--- src/sv/gpioc_pkg.sv ---
`timescale 1ns / 1ps
`default_nettype none

package gpioc_pkg;

  localparam int unsigned NUM_PINS = 32;
  localparam int unsigned WORD_W   = 32;

  // pins at or above NUM_PINS never take part in interrupt evaluation
  localparam logic [WORD_W-1:0] PIN_MASK = WORD_W'((64'd1 << NUM_PINS) - 64'd1);

  typedef enum logic [1:0] {
    OP_READ  = 2'd0,
    OP_WRITE = 2'd1,
    OP_PIN   = 2'd2
  } op_e;

  typedef enum logic [2:0] {
    REG_DIR  = 3'd0,
    REG_OUT  = 3'd1,
    REG_IN   = 3'd2,
    REG_IE   = 3'd3,
    REG_IS   = 3'd4,
    REG_TRIG = 3'd5,
    REG_POL  = 3'd6
  } reg_e;

  // per-pin interrupt setup handed to the evaluation logic
  typedef struct packed {
    logic [WORD_W-1:0] enable;
    logic [WORD_W-1:0] trig_level;
    logic [WORD_W-1:0] pol_high;
  } irq_cfg_t;

endpackage

`default_nettype wire

--- src/sv/gpioc_eval.sv ---
`timescale 1ns / 1ps
`default_nettype none

module gpioc_eval import gpioc_pkg::*; (
  input  wire irq_cfg_t          cfg_i,
  input  wire logic [WORD_W-1:0] prev_i,
  input  wire logic [WORD_W-1:0] now_i,
  input  wire logic [WORD_W-1:0] status_i,
  output logic      [WORD_W-1:0] status_o
);

  logic [WORD_W-1:0] rise, fall, lvl_hit, edge_hit, hit, set_bits, clr_bits;

  always_comb begin
    rise     = ~prev_i & now_i;
    fall     = prev_i & ~now_i;
    lvl_hit  = (cfg_i.pol_high & now_i) | (~cfg_i.pol_high & ~now_i);
    edge_hit = (cfg_i.pol_high & rise) | (~cfg_i.pol_high & fall);
    hit      = (cfg_i.trig_level & lvl_hit) | (~cfg_i.trig_level & edge_hit);
    set_bits = cfg_i.enable & hit & PIN_MASK;
    // level pins that miss their condition or are not enabled drop status
    clr_bits = cfg_i.trig_level & ~set_bits & PIN_MASK;
    status_o = (status_i | set_bits) & ~clr_bits;
  end

endmodule

`default_nettype wire

--- src/sv/gpio_controller_with_interrupts_core.sv ---
`timescale 1ns / 1ps
`default_nettype none

// throughput: one command per cycle, busy_o stays low; input register, then one
// pass of per-pin logic into the state and result registers
// the receiver cannot stall, each result shows for exactly one cycle on done_o
// reset (rst_ni low, async) clears all pin registers: all pins input, edge mode,
// falling polarity, no status
module gpio_controller_with_interrupts_core import gpioc_pkg::*; (
  input  wire logic              clk_i,
  input  wire logic              rst_ni,
  input  wire logic              start_i,
  output logic                   busy_o,
  input  wire logic [1:0]        op_i,
  input  wire logic [2:0]        reg_index_i,
  input  wire logic [WORD_W-1:0] write_data_i,
  input  wire logic              full_word_i,
  input  wire logic [4:0]        pin_number_i,
  input  wire logic              pin_value_i,
  output logic                   done_o,
  output logic      [WORD_W-1:0] read_data_o,
  output logic      [WORD_W-1:0] pin_drive_o,
  output logic                   irq_line_o
);

  // input register
  logic              valid_q;
  logic [1:0]        op_q;
  logic [2:0]        idx_q;
  logic [WORD_W-1:0] wdata_q;
  logic              full_q;
  logic [4:0]        pin_q;
  logic              pval_q;

  // pin state
  logic [WORD_W-1:0] dir_q, dir_d;
  logic [WORD_W-1:0] out_q, out_d;
  logic [WORD_W-1:0] ie_q, ie_d;
  logic [WORD_W-1:0] is_q, is_d, is_pre;
  logic [WORD_W-1:0] trig_q, trig_d;
  logic [WORD_W-1:0] pol_q, pol_d;
  logic [WORD_W-1:0] ext_q, ext_d;
  logic [WORD_W-1:0] prev_q, prev_d;

  // result register
  logic              done_q;
  logic [WORD_W-1:0] rdata_q, rdata_d;
  logic [WORD_W-1:0] drive_q;
  logic              irq_q;

  logic              eval;
  logic [WORD_W-1:0] pin_mask;
  logic [WORD_W-1:0] level_now;
  logic [WORD_W-1:0] is_eval;
  irq_cfg_t          cfg;

  assign busy_o = 1'b0;

  always_ff @(posedge clk_i or negedge rst_ni) begin
    if (!rst_ni) begin
      valid_q <= 1'b0;
    end else begin
      valid_q <= start_i;
    end
  end

  always_ff @(posedge clk_i) begin
    if (start_i) begin
      op_q    <= op_i;
      idx_q   <= reg_index_i;
      wdata_q <= write_data_i;
      full_q  <= full_word_i;
      pin_q   <= pin_number_i;
      pval_q  <= pin_value_i;
    end
  end

  assign pin_mask = WORD_W'(1) << pin_q;

  always_comb begin
    dir_d   = dir_q;
    out_d   = out_q;
    ie_d    = ie_q;
    is_pre  = is_q;
    trig_d  = trig_q;
    pol_d   = pol_q;
    ext_d   = ext_q;
    eval    = 1'b0;
    rdata_d = '0;
    if (valid_q) begin
      unique case (op_q)
        OP_READ: begin
          if (full_q) begin
            unique case (idx_q)
              REG_DIR:  rdata_d = dir_q;
              REG_OUT:  rdata_d = out_q;
              REG_IN:   rdata_d = (out_q & dir_q) | (ext_q & ~dir_q);
              REG_IE:   rdata_d = ie_q;
              REG_IS:   rdata_d = is_q;
              REG_TRIG: rdata_d = trig_q;
              REG_POL:  rdata_d = pol_q;
              default:  rdata_d = '0;
            endcase
          end
        end
        OP_WRITE: begin
          if (full_q) begin
            eval = 1'b1;
            unique case (idx_q)
              REG_DIR:  dir_d  = wdata_q;
              REG_OUT:  out_d  = wdata_q;
              REG_IE:   ie_d   = wdata_q;
              REG_IS:   is_pre = is_q & ~wdata_q;
              REG_TRIG: trig_d = wdata_q;
              REG_POL:  pol_d  = wdata_q;
              default:  eval   = 1'b0;
            endcase
          end
        end
        OP_PIN: begin
          // level changes on output pins are dropped
          if (({1'b0, pin_q} < 6'(NUM_PINS)) && ((dir_q & pin_mask) == '0)) begin
            ext_d = pval_q ? (ext_q | pin_mask) : (ext_q & ~pin_mask);
            eval  = 1'b1;
          end
        end
        default: ;
      endcase
    end
  end

  assign level_now      = (out_d & dir_d) | (ext_d & ~dir_d);
  assign cfg.enable     = ie_d;
  assign cfg.trig_level = trig_d;
  assign cfg.pol_high   = pol_d;

  gpioc_eval u_eval (
    .cfg_i    (cfg),
    .prev_i   (prev_q),
    .now_i    (level_now),
    .status_i (is_pre),
    .status_o (is_eval)
  );

  assign is_d   = eval ? is_eval : is_pre;
  assign prev_d = eval ? level_now : prev_q;

  always_ff @(posedge clk_i or negedge rst_ni) begin
    if (!rst_ni) begin
      dir_q   <= '0;
      out_q   <= '0;
      ie_q    <= '0;
      is_q    <= '0;
      trig_q  <= '0;
      pol_q   <= '0;
      ext_q   <= '0;
      prev_q  <= '0;
      done_q  <= 1'b0;
      drive_q <= '0;
      irq_q   <= 1'b0;
    end else begin
      dir_q   <= dir_d;
      out_q   <= out_d;
      ie_q    <= ie_d;
      is_q    <= is_d;
      trig_q  <= trig_d;
      pol_q   <= pol_d;
      ext_q   <= ext_d;
      prev_q  <= prev_d;
      done_q  <= valid_q;
      drive_q <= out_d & dir_d;
      irq_q   <= (is_d & ie_d) != '0;
    end
  end

  always_ff @(posedge clk_i) begin
    if (valid_q) begin
      rdata_q <= rdata_d;
    end
  end

  assign done_o      = done_q;
  assign read_data_o = rdata_q;
  assign pin_drive_o = drive_q;
  assign irq_line_o  = irq_q;

  // every accepted command is followed by its result strobe, through the input and result registers
  a_start_done: assert property (@(posedge clk_i) disable iff (!rst_ni)
    start_i |-> ##2 done_o)
    else $error("command without result strobe");

  a_no_extra_done: assert property (@(posedge clk_i) disable iff (!rst_ni)
    done_o |-> $past(start_i, 2))
    else $error("result strobe without command");

  // result outputs track the state registers they were formed from
  a_irq_state: assert property (@(posedge clk_i) disable iff (!rst_ni)
    irq_line_o == ((is_q & ie_q) != '0))
    else $error("irq line disagrees with status and enable");

  a_drive_state: assert property (@(posedge clk_i) disable iff (!rst_ni)
    pin_drive_o == (out_q & dir_q))
    else $error("pin drive disagrees with latch and direction");

endmodule

`default_nettype wire

--- config.mk ---
export PLATFORM = sky130hd
export DESIGN_NAME = gpio_controller_with_interrupts_core
export DESIGN_NICKNAME = d
export VERILOG_FILES = /design/src/sv/gpioc_pkg.sv /design/src/sv/gpioc_eval.sv /design/src/sv/gpio_controller_with_interrupts_core.sv
export SDC_FILE = /design/constraint.sdc
export NUM_CORES = 1
export LEC_CHECK = 0
export ABC_AREA = 0
export BUFFER_PORTS_ARGS = -buffer_cell sky130_fd_sc_hd__buf_2
export CAP_MARGIN = 20
export CELL_PAD_IN_SITES_DETAIL_PLACEMENT = 1
export CELL_PAD_IN_SITES_GLOBAL_PLACEMENT = 1
export CORE_MARGIN = 5
export CORE_UTILIZATION = 35
export DETAILED_ROUTE_END_ITERATION = 8
export MAX_ROUTING_LAYER = met4
export PLACE_DENSITY_LB_ADDON = 0.1
export SYNTH_ARGS = -nofsm -noshare
export SYNTH_HDL_FRONTEND = slang
export SYNTH_SLANG_ARGS = --single-unit
--- constraint.sdc ---
create_clock -name clk_i -period 5.1 [get_ports clk_i]
set_input_delay 0.51 -clock clk_i [delete_from_list [all_inputs] [get_ports clk_i]]
set_output_delay 0.51 -clock clk_i [all_outputs]
set_load 0.02 [all_outputs]
## After elaboration in Yosys (flattened, before gate mapping)

Index checks and enable logic that the tools add are counted.

- Word-level logic and storage cells: 105
- Output and inout bits: 67
- Bits of input ports: 47
- Bits in registers: 367

- Muxes and demuxes: 35
- Equal/unequal tests: 8
- Bitwise gates (word level): 36
- Reductions and logical operators: 6
- Shifts and indexed selects: 1

Operators with widths:

| cell | count |
|---|---|
| $mux 32 | 29 |
| $and 32x32->32 | 19 |
| $not 32->32 | 10 |
| $or 32x32->32 | 7 |
| $pmux 32 s7 | 1 |
| $logic_not 32->1 | 1 |
| $reduce_bool 32->1 | 1 |
| $shl 1x5->32 const A | 1 |
| $eq 3x3->1 const B | 3 |
| $eq 3x2->1 const B | 2 |
| $reduce_or 6->1 | 1 |
| $mux 1 | 4 |
| $eq 3x1->1 const B | 1 |
| $logic_not 3->1 | 1 |
| $eq 2x1->1 const B | 1 |
| $eq 2x2->1 const B | 1 |
| $logic_not 2->1 | 1 |
| $pmux 1 s2 | 1 |
| $reduce_and 2->1 | 1 |

## Longest topological paths before layout

- Word-level depth: 23
- Mapped depth: 17
- Mapped depth without buffers: 14

## Modules after synthesis

A second synthesis with hierarchy kept.

- Cell total of the unflattened synthesis: 1625
- Area, all modules: 18038.6 um2

Modules (own cells, without submodules):

| module | times used | cells each | seq. area each (um2) | area an instance (um2) |
|---|---|---|---|---|
| gpio_controller_with_interrupts_core | 1 | 1433 | 9564.2 | 16877.4 |
| gpioc_eval | 1 | 192 | 0.0 | 1161.1 |

## Worst setup path before layout

Ideal clock, no wire load.

- Kind: register to register
- Start: reg valid_q
- End: reg irq_q (netlist: irq_line_o)
- Required time: 4964 ps
- Cell stages (with the launch flop): 16
- Slack: 1217 ps
- Buffers on the path: 4
- Arrival: 3747 ps
- Library setup time: 136 ps
- Clock period less this slack: 3883 ps
- Cell sequence: dfrtp_1 and3_1 clkbuf_1 and2_1 clkbuf_1 buf_2 buf_2 mux2i_1 inv_1 a41o_1 o22ai_1 mux2i_1 o31ai_1 nor3_1 and4b_1 nand4_1

- Word-level cells in the longest chain between the ends: 18
- Elaborated cells between the ends (all ways): 35
- Classes of those cells: 9 x mux; 25 x bitwise; 1 x reduce/logical

RTL lines:

| item | RTL line | source |
|---|---|---|
| start: declaration | gpio_controller_with_interrupts_core.sv:27 | `logic valid_q;` |
| start signal: assignment | gpio_controller_with_interrupts_core.sv:63 | `valid_q <= start_i;` |
| $mux 32 (*) | gpio_controller_with_interrupts_core.sv:90 | `if (valid_q) begin` |
| net dir_d[16] | gpio_controller_with_interrupts_core.sv:36 | `logic [WORD_W-1:0] dir_q, dir_d;` |
| $not 32->32 | gpio_controller_with_interrupts_core.sv:132 | `assign level_now = (out_d & dir_d) \| (ext_d & ~dir_d);` |
| $and 32x32->32 | gpio_controller_with_interrupts_core.sv:132 |  |
| $or 32x32->32 (*) | gpio_controller_with_interrupts_core.sv:132 |  |
| $not 32->32 | gpioc_eval.sv:16, gpioc_eval.sv:17 |  |
| $and 32x32->32 | gpioc_eval.sv:16 | `fall = prev_i & ~now_i;` |
| $and 32x32->32 | gpioc_eval.sv:18 | `edge_hit = (cfg_i.pol_high & rise) \| (~cfg_i.pol_high & fall);` |
| (+3 left out) | n/a |  |
| $and 32x32->32 (*) | gpioc_eval.sv:20 | `set_bits = cfg_i.enable & hit & PIN_MASK;` |
| $not 32->32 | gpioc_eval.sv:22 | `clr_bits = cfg_i.trig_level & ~set_bits & PIN_MASK;` |
| $and 32x32->32 | gpioc_eval.sv:22 |  |
| $not 32->32 | gpioc_eval.sv:23 | `status_o = (status_i \| set_bits) & ~clr_bits;` |
| $and 32x32->32 (*) | gpioc_eval.sv:23 |  |
| $mux 32 (*) | gpio_controller_with_interrupts_core.sv:145 | `assign is_d = eval ? is_eval : is_pre;` |
| $and 32x32->32 (*) | gpio_controller_with_interrupts_core.sv:172 | `irq_q <= (is_d & ie_d) != '0;` |
| $reduce_bool 32->1 (*) | gpio_controller_with_interrupts_core.sv:172 |  |
| end signal: assignment | gpio_controller_with_interrupts_core.sv:160 | `irq_q <= 1'b0;` |
| end signal: assignment | gpio_controller_with_interrupts_core.sv:172 |  |
| end: declaration | gpio_controller_with_interrupts_core.sv:49 | `logic irq_q;` |

The timed path passes the listed nets; every way through them passes the cells marked *.
A chain may end at the register's enable or synchronous reset.

## Worst setup path after layout

- Start: reg pin_q[1]
- End: reg irq_q (netlist: irq_line_o)

- Word-level cells in the longest chain between the ends: 23
- Elaborated cells between the ends (all ways): 36
- Classes of those cells: 1 x shift; 8 x mux; 25 x bitwise; 2 x reduce/logical

RTL lines:

| item | RTL line | source |
|---|---|---|
| start: declaration | gpio_controller_with_interrupts_core.sv:32 | `logic [4:0] pin_q;` |
| start signal: assignment | gpio_controller_with_interrupts_core.sv:73 | `pin_q <= pin_number_i;` |
| $shl 1x5->32 (*) | gpio_controller_with_interrupts_core.sv:78 | `assign pin_mask = WORD_W'(1) << pin_q;` |
| branches (longest 19 deep; another with $and 32x32->32) | n/a |  |
| $mux 32 (*) | gpio_controller_with_interrupts_core.sv:145 |  |
| $and 32x32->32 (*) | gpio_controller_with_interrupts_core.sv:172 |  |
| $reduce_bool 32->1 (*) | gpio_controller_with_interrupts_core.sv:172 |  |

Mark *: on every way between the ends.

==> metrics list <==
* Result of the run: finished clean
- The clock tree synthesis step divided the H-tree into 2 levels.
* Number of synthesized register bits: 367
- Data on the critical path arrives at its endpoint at between 5 and 6 ns.
- Biggest area contributors in the synthesized netlist: dfrtp_1 (39%), edfxtp_1 (12%), mux2i_1 (7.1%), nand2_1 (5.0%), mux2_2 (5.0%)
- The pre-antenna-repair detailed-routing pass consisted of 5 iterations.
- Summed over all layers, the global routing overflow is 0.
- The number of placed instances, taps included, is 2641.
* Top flip-flop cell by instance count after synthesis: dfrtp_1
- The via count of the first global-routing pass is 16149.
- Share of post-route cells with drive strength above 1: 20.58%
- Number of buffers on the longest clock path: 3
- Relative to the synthesized area, the layout overhead comes to 18.83%.
* Starting density of the core: 35.27%
* Io pins: 114
- Post-place instance area: 0.02053 mm²
* Worst Hold Slack: 0.1007 ns
- The worst path uses 93.86% of the clock period.
- Largest driver fanout on the critical path: 24
- Worst min path class: primary input to flop
- Input and output buffers added on the ports amount to between 100 and 150.
* Routability cong.: 0.9430
- Headroom to the max-slew limit: around a fifth
- The clock drives roughly 370 sinks.
* Vias per Instance: 5.686
- The number of slew-limit violations in the final report came to 0.
- Combined global-route utilization of all metal layers: 27.30%
- The die is 239.9 µm wide.
* Root buf cell: clkbuf_16
- NumNets Final: 2050
- Worst skew pair latency: 0.58 ns
* First-pass GRT wire length: approximately 110000 µm
* Total detailed-routing wirelength: 77020 µm
* Remaining antenna violation count after routing: 0
* Vertical die dimension: 239.9 µm
- Floorplan die area: 0.05755 mm²
* CTS tree: built
- Synthesis produced a netlist whose cell count is 1831.
* Initial antenna violation count: 4
- The repair_antennas step left the layout with diodes totalling 0.
- The mapped netlist covers between 0.015 and 0.02 mm².
- After floorplanning, the core was sized to cover between 0.05 and 0.06 mm².
* Required time of the critical path: around 5.5 ns
* Remaining routing DRC violations: 0
* Category of the worst setup path capture point: flop
- Share of synthesized registers carrying an async set or reset: 79.29%
- The netlist uses 83 different library cells.
- Portion of the post-synthesis area used by sequential elements: 51.70%
* Setup repair after global routing missed its margin: false
- Post-CTS Resized: 0
* Final worst path period need: 4.787 ns
- Power Dens Cells: 408.1 mW/mm²
- Largest net degree at the start of global routing: between 150 and 200
* Transition time at the pin with the least slew margin: 1.208 ns
- The worst-case IR drop observed on VDD is 226.8 µV.
- Dividing the synthesized area by the synthesized cell count gives 10.10 µm².
- The library cell used most frequently in the layout, excluding fill and tap cells, is dfrtp_1.
* Clock input transition at the sequential cells of the worst setup and hold paths: 0.06 ns
* Largest area contributor in the netlist: dfrtp_1
- EDFF count, synth: 76
- Clock tree synthesis inserted a total of 44 buffers.
- Across the run, the number of max-cap violations was 0.
- By startpoint and endpoint, the worst setup path is classified as flop to flop.
- Leaving out fill and tap cells, the most frequent cells in the layout are dfrtp_1 (290), nand2_1 (246), inv_1 (140).
* Final setup violating endpoints: 0
- Total nets after synthesis: 1881
* Crit start category: flop
* # rows: 84
- 1st-iter DRT viols: around 1300
* Detail Placement HPWL: 54610 µm
- Total number of vias: between 15000 and 20000
- The final hold violation count is 0.
- The share of synthesized area in the top cell type comes to 39.37%.
- Drt wl/cell: 28.27 µm
* Non-filler instance count after layout: roughly 2700
* Number of warnings issued by yosys: 0
* Leakage power: 10.32 nW
- Final sum of negative setup slack: 0 ns
- Derived from the worst setup path, the maximum achievable clock frequency is 208.9 MHz.
- Cell area after layout: ~0.022 mm²
- Clock skew on the completed layout was measured at between 0.02 and 0.025 ns.
## cell families (layout without fill, tap and decap cells)
group,count (synthesis),count (layout),share of synthesized area [%]
compound gates,423,423,15.42
xor+xnor,6,6,0.2841
fa+ha+maj,3,3,0.2029
buf+inv,246,451,5.344
flops,367,367,51.70
mux,217,217,12.36
other cells,1,1,0.02027
simple gates,568,568,14.66
## power by group
part | switching (W) | internal [W]
combinational | 0.00117 | 0.000705
sequential | 0.000434 | 0.00348
clock | 0.00131 | 0.00188
total | 0.00291 | 0.00606
## metal layers
metal	wire [µm]	track usage, %	vias up
li1	-	-	6922
met1	35570	37.89	8042
met2	35820	42.83	410
met3	3885	3.774	114
met4	1744	6.654	0
met5	0	-	-
## worst max-delay path, stage by stage, from the launching register on
cell,delay [ns]
edfxtp_1,0.91
and2b_1,0.30
a221oi_1,0.42
a211oi_1,0.18
nor3_1,0.66
nor4b_1,0.86
nor3b_1,0.18
and3_1,0.24
o211ai_1,0.20
buf_4,0.19
o311a_1,0.18
and4b_1,0.22
nand4_1,0.11
## sequential cells by signal, summed over array words and instances, names as in the netlist
signal	cells
done_o	1
ie_q	32
wdata_q	32
pol_q	32
op_q	2
pin_q	5
trig_q	32
dir_q	32
irq_line_o	1
out_q	32
full_q	1
pval_q	1
idx_q	3
ext_q	32
read_data_o	32
is_q	32
valid_q	1
prev_q	32
pin_drive_o	32
## what timing repair did
action                                  CTS  global route
hold buffers                              1             0
buffers inserted                          0             0
endpoints found under the setup margin    0             0
endpoints found under the hold margin     1             0
## final cells by class
| type | instances | area, µm² |
|---|---|---|
| fillers | 5811 | 30460 |
| flip-flops and latches | 367 | 9565 |
| multi-input cells | 1218 | 7996 |
| repair buffers | 229 | 1589 |
| clock buffers | 61 | 1257 |
| well taps | 688 | 860.8 |
| inverters | 140 | 525.5 |
| clock inverters | 21 | 186.4 |
## synth_stat cells (5+ instances only)
cell type and n:
o21ai_0 79, a22o_1 10, and2_1 18, o22ai_1 20, a221oi_1 14, nand3_1 31
o211ai_1 34, clkbuf_1 58, a32oi_1 12, a22oi_1 26, nand4b_1 5, nor3b_1 8
a21o_1 16, o41ai_1 7, nand2_1 246, nand3b_1 9, a211oi_1 11, a31oi_1 16
nor2_1 110, inv_1 140, nor2b_1 17, nand2b_1 18, a21oi_1 94, or3_1 5
or4_1 5, buf_2 28, o21bai_1 5, o2111ai_1 8, mux2i_1 132, nor3_1 23
o31ai_1 12, a31o_2 8, nand4_1 11, and3_1 19, edfxtp_1 76, mux2_2 82
nor4_1 15, dfrtp_1 291, a21boi_0 11, buf_1 14
## through the flow
stage	total power (W)	util (%)	worst slack [ns]
global placement	0.005766	39.14	0.3994
finish	0.008971	41.91	0.3132
detailed placement	0.005814	39.14	0.4192
CTS	0.009039	41.91	0.4087
floorplan	0.004974	-	1.217
global route	0.009418	41.91	0.1494
## final timing paths
| check | startpoint | slack, ns | depth (start not counted) | to |
|---|---|---|---|---|
| setup / recovery | pin_q[1] | 0.31 | 12 | irq_line_o |
| hold / removal | write_data_i[0] | 0.10 | 1 | wdata_q[0] |
| setup reg to reg | pin_q[1] | 0.31 | 12 | irq_line_o |
| hold reg to reg | prev_q[21] | 0.49 | 2 | prev_q[21] |
| max in group asynchronous | rst_ni | 3.52 | 3 | valid_q |
| min in group asynchronous | rst_ni | 0.31 | 2 | pin_drive_o[14] |
Power figures use the tool's default switching activity.
